[config.mk]
export PLATFORM = sky130hd
export DESIGN_NAME = multi_channel_pulse_timer_top
export DESIGN_NICKNAME = d
export VERILOG_FILES = /design/src/hw/rtl/mctm_pkg.sv /design/src/hw/rtl/multi_channel_pulse_timer_top.sv /design/src/hw/rtl/mctm_ram.sv /design/src/hw/rtl/mctm_chan.sv
export SDC_FILE = /design/constraint.sdc
export NUM_CORES = 2
export LEC_CHECK = 0
export BUFFER_PORTS_ARGS = -buffer_cell sky130_fd_sc_hd__buf_2
export CAP_MARGIN = 15
export CELL_PAD_IN_SITES_DETAIL_PLACEMENT = 2
export CELL_PAD_IN_SITES_GLOBAL_PLACEMENT = 2
export CORE_MARGIN = 2
export CORE_UTILIZATION = 40
export CTS_CLUSTER_DIAMETER = 50
export DETAILED_ROUTE_END_ITERATION = 7
export PLACE_DENSITY = 0.69
export SLEW_MARGIN = 30
export SYNTH_ARGS = -nofsm -noshare
export SYNTH_HDL_FRONTEND = slang
export SYNTH_SLANG_ARGS = --single-unit
[constraint.sdc]
create_clock -name clk -period 12.6 [get_ports clk]
set_clock_uncertainty 0.15 [all_clocks]
set_input_delay 1.89 -clock clk [delete_from_list [all_inputs] [get_ports clk]]
set_output_delay 1.89 -clock clk [all_outputs]
set_load 0.005 [all_outputs]
[src/hw/rtl/mctm_pkg.sv]
// shared definitions for the multi channel pulse timer
// action codes, channel status layout, drive request type and default sizes
package mctm_pkg;

  localparam int DEF_CHANNELS   = 16;
  localparam int DEF_COUNT_BITS = 16;
  localparam int LEVEL_BITS     = 16;
  localparam int ACTION_BITS    = 4;
  localparam int CHAN_BITS      = 4;
  localparam int VALUE_BITS     = 16;

  localparam logic [ACTION_BITS-1:0] ACT_TICK    = 4'd0;
  localparam logic [ACTION_BITS-1:0] ACT_START   = 4'd1;
  localparam logic [ACTION_BITS-1:0] ACT_STOP    = 4'd2;
  localparam logic [ACTION_BITS-1:0] ACT_RESET   = 4'd3;
  localparam logic [ACTION_BITS-1:0] ACT_CLEAR   = 4'd4;
  localparam logic [ACTION_BITS-1:0] ACT_SET_HI  = 4'd5;
  localparam logic [ACTION_BITS-1:0] ACT_SET_LO  = 4'd6;
  localparam logic [ACTION_BITS-1:0] ACT_MODE    = 4'd7;
  localparam logic [ACTION_BITS-1:0] ACT_MONO    = 4'd8;
  localparam logic [ACTION_BITS-1:0] ACT_REPEAT  = 4'd9;
  localparam logic [ACTION_BITS-1:0] ACT_UFLAG   = 4'd10;
  localparam logic [ACTION_BITS-1:0] ACT_CFLAG   = 4'd11;
  localparam logic [ACTION_BITS-1:0] ACT_ATTACH  = 4'd12;

  typedef struct packed {
    logic att;
    logic mono;
    logic cflg;
    logic uflg;
    logic lrun;
    logic hrun;
    logic en;
  } status_t;

  typedef struct packed {
    logic en;
    logic level;
  } drive_t;

endpackage

[src/hw/rtl/multi_channel_pulse_timer_top.sv]
// multi channel pulse timer: channel entries in one ram, read-modify-write per request
// depends on mctm_pkg, mctm_ram, mctm_chan
// command request: read on accept, then modify/write; a no-entry request skips both
// tick request: all channels in turn, one channel entry a cycle through the ram ports
// one request in work at a time; the next is taken while a result waits to be taken
// reset is synchronous; entry valid bits make every channel read as zero after reset
module multi_channel_pulse_timer_top import mctm_pkg::*; #(
  parameter int CHANNELS   = DEF_CHANNELS,
  parameter int COUNT_BITS = DEF_COUNT_BITS
) (
  input  logic                   clk,
  input  logic                   rst,
  input  logic                   in_valid,
  output logic                   in_ready,
  input  logic [ACTION_BITS-1:0] action,
  input  logic [CHAN_BITS-1:0]   channel,
  input  logic [VALUE_BITS-1:0]  value,
  output logic                   out_valid,
  input  logic                   out_ready,
  output logic                   flag_read,
  output logic [LEVEL_BITS-1:0]  output_levels,
  output logic                   tick_done
);

  localparam int IW = (CHANNELS > 1) ? $clog2(CHANNELS) : 1;
  localparam int EW = 4 * COUNT_BITS + $bits(status_t);

  localparam logic [1:0] S_IDLE = 2'd0;
  localparam logic [1:0] S_CMD  = 2'd1;
  localparam logic [1:0] S_TICK = 2'd2;
  localparam logic [1:0] S_FIN  = 2'd3;

  typedef struct packed {
    logic [COUNT_BITS-1:0] cnt_hi;
    logic [COUNT_BITS-1:0] cnt_lo;
    logic [COUNT_BITS-1:0] sp_hi;
    logic [COUNT_BITS-1:0] sp_lo;
    status_t               st;
  } entry_t;

  logic [1:0]             state;
  logic [ACTION_BITS-1:0] act;
  logic [IW-1:0]          chan;
  logic [VALUE_BITS-1:0]  val;
  logic [IW:0]            rd_idx;
  logic                   pend;
  logic [IW-1:0]          wr_idx;
  logic                   rd_ok;
  logic [CHANNELS-1:0]    ent_valid;
  logic [LEVEL_BITS-1:0]  levels;
  logic [LEVEL_BITS-1:0]  levels_next;
  logic                   flag;
  logic                   done;

  logic                   accept;
  logic                   cmd_ok;
  logic                   re;
  logic [IW-1:0]          raddr;
  logic                   we;
  logic [IW-1:0]          waddr;
  logic [EW-1:0]          rdata;
  entry_t                 ent_rd;
  entry_t                 ent_cmd;
  entry_t                 ent_tick;
  entry_t                 ent_wr;
  logic [COUNT_BITS-1:0]  tick_cnt_hi;
  logic [COUNT_BITS-1:0]  tick_cnt_lo;
  status_t                tick_st;
  logic                   flag_next;
  logic [COUNT_BITS-1:0]  sp_val;
  drive_t                 drv;
  logic [LEVEL_BITS-1:0]  lvl_bit;

  assign in_ready = (state == S_IDLE);
  assign accept   = in_valid && in_ready;
  assign cmd_ok   = ({4'b0, channel} < 8'(CHANNELS)) && (action <= ACT_ATTACH);
  assign sp_val   = COUNT_BITS'(val);
  assign ent_rd   = rd_ok ? entry_t'(rdata) : '0;

  always_comb begin
    re    = 1'b0;
    raddr = '0;
    if (state == S_IDLE) begin
      re    = accept && cmd_ok && (action != ACT_TICK);
      raddr = cmd_ok ? IW'(channel) : '0;
    end else if (state == S_TICK) begin
      re    = (rd_idx < (IW+1)'(CHANNELS));
      raddr = rd_idx[IW-1:0];
    end
  end

  always_comb begin
    ent_cmd   = ent_rd;
    flag_next = 1'b0;
    unique case (act)
      ACT_START: begin
        ent_cmd.st.hrun = 1'b1;
        ent_cmd.st.en   = 1'b1;
      end
      ACT_STOP: ent_cmd.st.en = 1'b0;
      ACT_RESET: begin
        ent_cmd.st.en   = 1'b0;
        ent_cmd.st.lrun = 1'b0;
        ent_cmd.st.uflg = 1'b0;
        ent_cmd.st.cflg = 1'b0;
        ent_cmd.st.mono = 1'b0;
        ent_cmd.cnt_hi  = '0;
        ent_cmd.cnt_lo  = '0;
        ent_cmd.sp_hi   = '0;
        ent_cmd.sp_lo   = '0;
      end
      ACT_CLEAR: begin
        ent_cmd.st.uflg = 1'b0;
        ent_cmd.st.cflg = 1'b0;
        ent_cmd.st.mono = 1'b0;
        ent_cmd.cnt_hi  = '0;
        ent_cmd.cnt_lo  = '0;
      end
      ACT_SET_HI: ent_cmd.sp_hi = sp_val;
      ACT_SET_LO: ent_cmd.sp_lo = sp_val;
      ACT_MODE: ent_cmd.st.mono = val[0];
      ACT_MONO: begin
        ent_cmd.sp_hi   = sp_val;
        ent_cmd.st.mono = 1'b1;
        ent_cmd.st.hrun = 1'b1;
        ent_cmd.st.en   = 1'b1;
      end
      ACT_REPEAT: begin
        ent_cmd.sp_hi = sp_val;
        ent_cmd.sp_lo = '0;
      end
      ACT_UFLAG: begin
        flag_next       = ent_rd.st.uflg;
        ent_cmd.st.uflg = 1'b0;
      end
      ACT_CFLAG: begin
        flag_next       = ent_rd.st.cflg;
        ent_cmd.st.cflg = 1'b0;
      end
      ACT_ATTACH: ent_cmd.st.att = val[0];
      default: ent_cmd = ent_rd;
    endcase
  end

  mctm_chan #(.COUNT_BITS(COUNT_BITS)) u_chan (
    .cnt_hi      (ent_rd.cnt_hi),
    .cnt_lo      (ent_rd.cnt_lo),
    .sp_hi       (ent_rd.sp_hi),
    .sp_lo       (ent_rd.sp_lo),
    .st          (ent_rd.st),
    .cnt_hi_next (tick_cnt_hi),
    .cnt_lo_next (tick_cnt_lo),
    .st_next     (tick_st),
    .drv         (drv)
  );
  assign ent_tick = {tick_cnt_hi, tick_cnt_lo, ent_rd.sp_hi, ent_rd.sp_lo, tick_st};

  always_comb begin
    we     = 1'b0;
    waddr  = chan;
    ent_wr = ent_cmd;
    if (state == S_CMD) begin
      we = 1'b1;
    end else if (state == S_TICK) begin
      we     = pend;
      waddr  = wr_idx;
      ent_wr = ent_tick;
    end
  end

  assign lvl_bit = LEVEL_BITS'(1) << wr_idx;

  always_comb begin
    levels_next = levels;
    if ((state == S_TICK) && pend && drv.en) begin
      levels_next = drv.level ? (levels | lvl_bit) : (levels & ~lvl_bit);
    end
  end

  mctm_ram #(.WIDTH(EW), .DEPTH(CHANNELS)) u_ram (
    .clk   (clk),
    .we    (we),
    .waddr (waddr),
    .wdata (ent_wr),
    .re    (re),
    .raddr (raddr),
    .rdata (rdata)
  );

  always_ff @(posedge clk) begin
    if (rst) begin
      state     <= S_IDLE;
      ent_valid <= '0;
      levels    <= '0;
      out_valid <= 1'b0;
      pend      <= 1'b0;
      rd_idx    <= '0;
    end else begin
      levels <= levels_next;
      if (we) begin
        ent_valid[waddr] <= 1'b1;
      end
      if ((state == S_FIN) && (!out_valid || out_ready)) begin
        out_valid <= 1'b1;
      end else if (out_valid && out_ready) begin
        out_valid <= 1'b0;
      end
      unique case (state)
        S_IDLE: begin
          if (accept) begin
            if (action == ACT_TICK) begin
              state  <= S_TICK;
              rd_idx <= '0;
              pend   <= 1'b0;
            end else if (cmd_ok) begin
              state <= S_CMD;
            end else begin
              state <= S_FIN;
            end
          end
        end
        S_CMD: state <= S_FIN;
        S_TICK: begin
          pend <= re;
          if (re) begin
            rd_idx <= rd_idx + 1'b1;
          end
          if (!re && pend) begin
            state <= S_FIN;
          end
        end
        S_FIN: begin
          if (!out_valid || out_ready) begin
            state <= S_IDLE;
          end
        end
        default: state <= S_IDLE;
      endcase
    end
  end

  always_ff @(posedge clk) begin
    if (re) begin
      rd_ok  <= ent_valid[raddr];
      wr_idx <= raddr;
    end
    if (accept) begin
      act  <= action;
      chan <= IW'(channel);
      val  <= value;
      flag <= 1'b0;
      done <= (action == ACT_TICK);
    end
    if (state == S_CMD) begin
      flag <= flag_next;
    end
    if ((state == S_FIN) && (!out_valid || out_ready)) begin
      flag_read     <= flag;
      tick_done     <= done;
      output_levels <= levels;
    end
  end

endmodule

[src/hw/rtl/mctm_ram.sv]
// generic single write port, single read port ram with registered read
// no dependencies
module mctm_ram #(
  parameter int WIDTH = 8,
  parameter int DEPTH = 16,
  localparam int AW = (DEPTH > 1) ? $clog2(DEPTH) : 1
) (
  input  logic             clk,
  input  logic             we,
  input  logic [AW-1:0]    waddr,
  input  logic [WIDTH-1:0] wdata,
  input  logic             re,
  input  logic [AW-1:0]    raddr,
  output logic [WIDTH-1:0] rdata
);

  logic [WIDTH-1:0] mem [DEPTH];

  always_ff @(posedge clk) begin
    if (we) begin
      mem[waddr] <= wdata;
    end
    if (re) begin
      rdata <= mem[raddr];
    end
  end

endmodule

[src/hw/rtl/mctm_chan.sv]
// tick service of one channel entry: phase counting and output drive request
// depends on mctm_pkg
module mctm_chan import mctm_pkg::*; #(
  parameter int COUNT_BITS = DEF_COUNT_BITS
) (
  input  logic [COUNT_BITS-1:0] cnt_hi,
  input  logic [COUNT_BITS-1:0] cnt_lo,
  input  logic [COUNT_BITS-1:0] sp_hi,
  input  logic [COUNT_BITS-1:0] sp_lo,
  input  status_t               st,
  output logic [COUNT_BITS-1:0] cnt_hi_next,
  output logic [COUNT_BITS-1:0] cnt_lo_next,
  output status_t               st_next,
  output drive_t                drv
);

  logic [COUNT_BITS:0] hi_inc;
  logic [COUNT_BITS:0] lo_inc;

  assign hi_inc = {1'b0, cnt_hi} + {{COUNT_BITS{1'b0}}, 1'b1};
  assign lo_inc = {1'b0, cnt_lo} + {{COUNT_BITS{1'b0}}, 1'b1};

  always_comb begin
    cnt_hi_next = cnt_hi;
    cnt_lo_next = cnt_lo;
    st_next     = st;
    drv         = '0;
    if (st.en && (sp_hi != '0)) begin
      if (st.hrun) begin
        drv.en = st.att;
        if (hi_inc < {1'b0, sp_hi}) begin
          cnt_hi_next = hi_inc[COUNT_BITS-1:0];
          drv.level   = 1'b1;
        end else begin
          cnt_hi_next  = '0;
          st_next.hrun = 1'b0;
          st_next.uflg = 1'b1;
          st_next.cflg = 1'b1;
          st_next.lrun = 1'b1;
          drv.level    = 1'b0;
        end
      end else if (!st.mono && st.lrun) begin
        if (lo_inc < {1'b0, sp_lo}) begin
          cnt_lo_next = lo_inc[COUNT_BITS-1:0];
        end else begin
          drv.en       = st.att;
          drv.level    = 1'b1;
          cnt_lo_next  = '0;
          st_next.lrun = 1'b0;
          st_next.hrun = 1'b1;
        end
      end
    end
  end

endmodule

==> metrics.md <==
| Metric | Value |
|---|---|
| Critical Path AT | 6.46 ns |
| Hold bufs inserted after CTS | 0 |
| Synth Area in Adders | 0.879% |
| Number of vias after detailed routing | 34400 |
| Count of flip-flops with a built-in enable after synthesis | 1256 |
| Compound-Gate Fraction of Synth Area | 5.22% |
| Worst slack at placement | 5.97 ns |
| Total routed wirelength | 175000 µm |
| Yosys warning total | 0 |
| Post-cts repair resize count | 0 |
| Postcts setup bufs | 0 |
| Post-synthesis simple-gate area fraction | 14.1% |
| Number of input and output port buffers inserted | 47 |
| Leakage power | 21.2 nW |
| Ratio of cells with drive above 1 in the final layout | 10.2% |
| Total I/O pin count | 48 |
| Peak supply drop | 0.173 mV |
| Number of max-slew violations in the final report | 0 |
| Fillers | 12800 |
| Outcome | complete, no violations |
| Reg power frac | 43.4% |
| Initial DRC Count | 2598 |
| Die outline area | 0.135 mm² |
| CP Max Fanout | 67 |
| Via count of the first global-routing pass | 37200 |
| Post-layout instance count excluding filler cells | 5863 |
| Switching Share | 33.7% |
| Diodes inserted | 0 |
| Most common cell after layout, fill and taps aside | sky130_fd_sc_hd__edfxtp_1 |
| Fraction of registers with async set/reset | 0% |
| Path class of the lowest-slack min-delay path | reg2reg |
| Clock root buffer master | sky130_fd_sc_hd__clkbuf_16 |
| Final weighted congestion in routability-driven placement | 0.769 |
| Inst Count DP | 5576 |
| Period Utilization, post-route | 49.0% |
| Required @ worst endpoint | 12.89 ns |
| Xor/xnor cell area share of the yosys netlist | 0.466% |
| Floorplan Core Area | 0.131 mm² |
| Core Rows | 133 |
| Remaining antenna violation count | 0 |
| Setup CP Type | reg2reg |
| Total of max-cap violations | 0 |
| Die width | 367 µm |
| Internal power | 9.26 mW |
| Mapped Cells | 3927 |
| Mean instance size in the synthesized netlist | 13.4 µm² |
| Sequential-to-total area share from yosys stat | 73.2% |
| Maximum clock path buffer count | 3 |
| Leading register cell type out of synthesis | sky130_fd_sc_hd__edfxtp_1 |
| Global-route wire length before repair | 254000 µm |
| Worst Max-Slew Pin Slew | 1.04 ns |
| Number of nets produced by synthesis | 3992 |
| Total Negative Setup Slacks | 0 ns |
| Total DRC errors in the routed layout | 0 |
| Total iterations of the first detailed-routing run | 5 |
| Maximum number of pins on one net before global-route repair | 166 |
| Synth unique cells | 72 |
| Clk pin slew, worst setup/hold paths | 0.06 ns |
| Crit start category | register |
| Overflow left after global routing | 0 |
| Rel. slew slack | 31.0% |
| Endpoints failing setup | 0 |
| Post-layout net count | 4048 |
| Number of buffers inserted during clock tree synthesis | 156 |
| Highest-count cells in the layout ignoring fill and taps | 1256 x sky130_fd_sc_hd__edfxtp_1, 1085 x sky130_fd_sc_hd__nand2_1, 458 x sky130_fd_sc_hd__nand3_1 |
| Number of sinks on the clock net | 1297 |
| Clock insertion delay at the later pin of the skew report | 0.80 ns |
| Power density of the placed cells | 231 mW/mm² |
| Number of H-tree levels | 4 |
| Multiplexer share of the synthesized area | 4.24% |
| Psw | 4.71 mW |
| Mean number of vias per cell | 5.86 |
| Post-synthesis register bit count | 1297 |
| Setup repair after global routing missed its margin | false |
| Maximum clock rate | 0.162 GHz |
| Crit path capture type | register |
| Largest family of logic cells by synthesized area | simple AND/OR/NAND/NOR gates |
| Total power of the final layout | 14.0 mW |
| Part of the power in combinational logic | 23.9% |
| Number of antenna violations at the first check in global routing | 1 |
| Overall fraction of global-route tracks in use | 25.8% |
| Setup slack of the critical path after layout | 6.43 ns |
| Post-DR wirelength/cell | 29.9 µm |
| Final HPWL from detailed placement | 93500 µm |
| Netlist Area Pre-Place | 0.0527 mm² |
| TritonCTS clock tree | built |
| Clock network fraction of total power | 32.7% |
| Final Hold Vio Count | 0 |
| Overall die height | 367 µm |
| Area growth from synthesis to layout | 14.6% |
| Post-layout minimum cycle time | 6.17 ns |
| Initial core utilization | 40.2% |
[final timing paths]
check,startpoint,end,slack [ns],cells after the start
hold / removal,done,tick_done,0.28,0
setup reg to reg,rd_ok,u_ram.mem[10][1],6.43,18
setup / recovery,rd_ok,u_ram.mem[10][1],6.43,18
hold reg to reg,done,tick_done,0.28,0
[sequential cells by signal (all words and copies together), names as in the netlist, named ones only]
register       flops
output_levels     16
done               1
chan               4
sp_val            16
flag_read          1
state              2
rd_ok              1
pend               1
u_ram.rdata       71
out_valid          1
act                4
tick_done          1
wr_idx             4
flag               1
ent_valid         16
u_ram.mem       1136
rd_idx             5
[metal layers]
layer / wire length [µm] / global-route usage [%]
met5: 0 / 0
met4: 5510 / 9.21
met3: 8700 / 3.88
met2: 87800 / 44.6
met1: 73400 / 33.0
[synthesized netlist by cell type (all sizes together) (8+ instances only)]
master  number  area (µm²)
nand3      458        2290
a311oi      16         140
nand2     1087        4080
inv         17        63.8
nor2        88         333
a21oi       36         180
a22o        24         210
mux2i      221        2210
edfxtp    1256       37700
a32oi       73         639
o21ai       28         140
xor2        14         123
xnor2       14         123
and2        22         138
ha          37         463
clkbuf     188         706
dfxtp       41         821
a31oi       23         144
nand2b       8        50.1
nand4       12        87.6
a32o        19         190
nor2b       17         106
o221ai      73         639
nor3        13        76.3
buf         50         240
[layout make-up]
cell class | count | area (µm²) | area share [%]
Sequential cell | 1297 | 38500 | 63.9
Multi-Input combinational cell | 2375 | 13400 | 22.1
Clock buffer | 190 | 4050 | 6.71
Tap cell | 1755 | 2200 | 3.64
Clock inverter | 93 | 1130 | 1.87
Timing Repair Buffer | 136 | 991 | 1.64
Inverter | 17 | 81.3 | 0.135
[power by group through the flow]
| stage | registers [mW] | clock network [mW] | logic, mW |
|---|---|---|---|
| 6_report | 6.06 | 4.57 | 3.34 |
| 5_1_grt | 6.08 | 4.80 | 3.64 |
| 4_1_cts | 6.05 | 4.65 | 3.36 |
| 3_5_place_dp | 6.13 | 0 | 3.32 |
| 3_3_place_gp | 6.12 | 0 | 3.17 |
| 2_1_floorplan | 5.94 | 0 | 2.04 |
[cells by family (layout without fill, tap and decap cells)]
| kind of cell | count (synthesis) | after routing |
|---|---|---|
| xor gates and xnor gates | 28 | 28 |
| muxes | 223 | 223 |
| adders and majority gates | 37 | 37 |
| AOI/OAI and AO/OA | 348 | 348 |
| and+or+nand+nor | 1739 | 1739 |
| DFF | 1297 | 1297 |
| buffers and inverters | 255 | 436 |
[worst max-delay path, stage by stage (launching register included)]
cell	delay [ns]
sky130_fd_sc_hd__edfxtp_1	0.32
sky130_fd_sc_hd__buf_4	0.40
sky130_fd_sc_hd__buf_4	0.74
sky130_fd_sc_hd__and2_1	0.35
sky130_fd_sc_hd__ha_1	0.35
sky130_fd_sc_hd__nand2_1	0.09
sky130_fd_sc_hd__nor2_1	0.17
sky130_fd_sc_hd__nand4_1	0.30
sky130_fd_sc_hd__o21ai_0	0.27
sky130_fd_sc_hd__a21boi_0	0.16
sky130_fd_sc_hd__ha_1	0.22
sky130_fd_sc_hd__a21o_1	0.18
sky130_fd_sc_hd__a21oi_1	0.19
sky130_fd_sc_hd__or4b_1	0.46
sky130_fd_sc_hd__a21oi_1	0.16
sky130_fd_sc_hd__buf_4	0.23
sky130_fd_sc_hd__inv_1	0.13
sky130_fd_sc_hd__a22oi_4	0.56
sky130_fd_sc_hd__a21oi_2	0.36
[metrics by stage]
stage                     util, %  hold slack, ns  area (µm²)
after CTS                    46.0           0.284       60300
final                        46.0           0.283       60300
after detailed placement     42.0           0.275       55100
after floorplan                 -           0.250       52700
after global placement       42.0           0.253       55000
after global routing         46.0           0.286       60300
(Power assumes the default switching activity.)
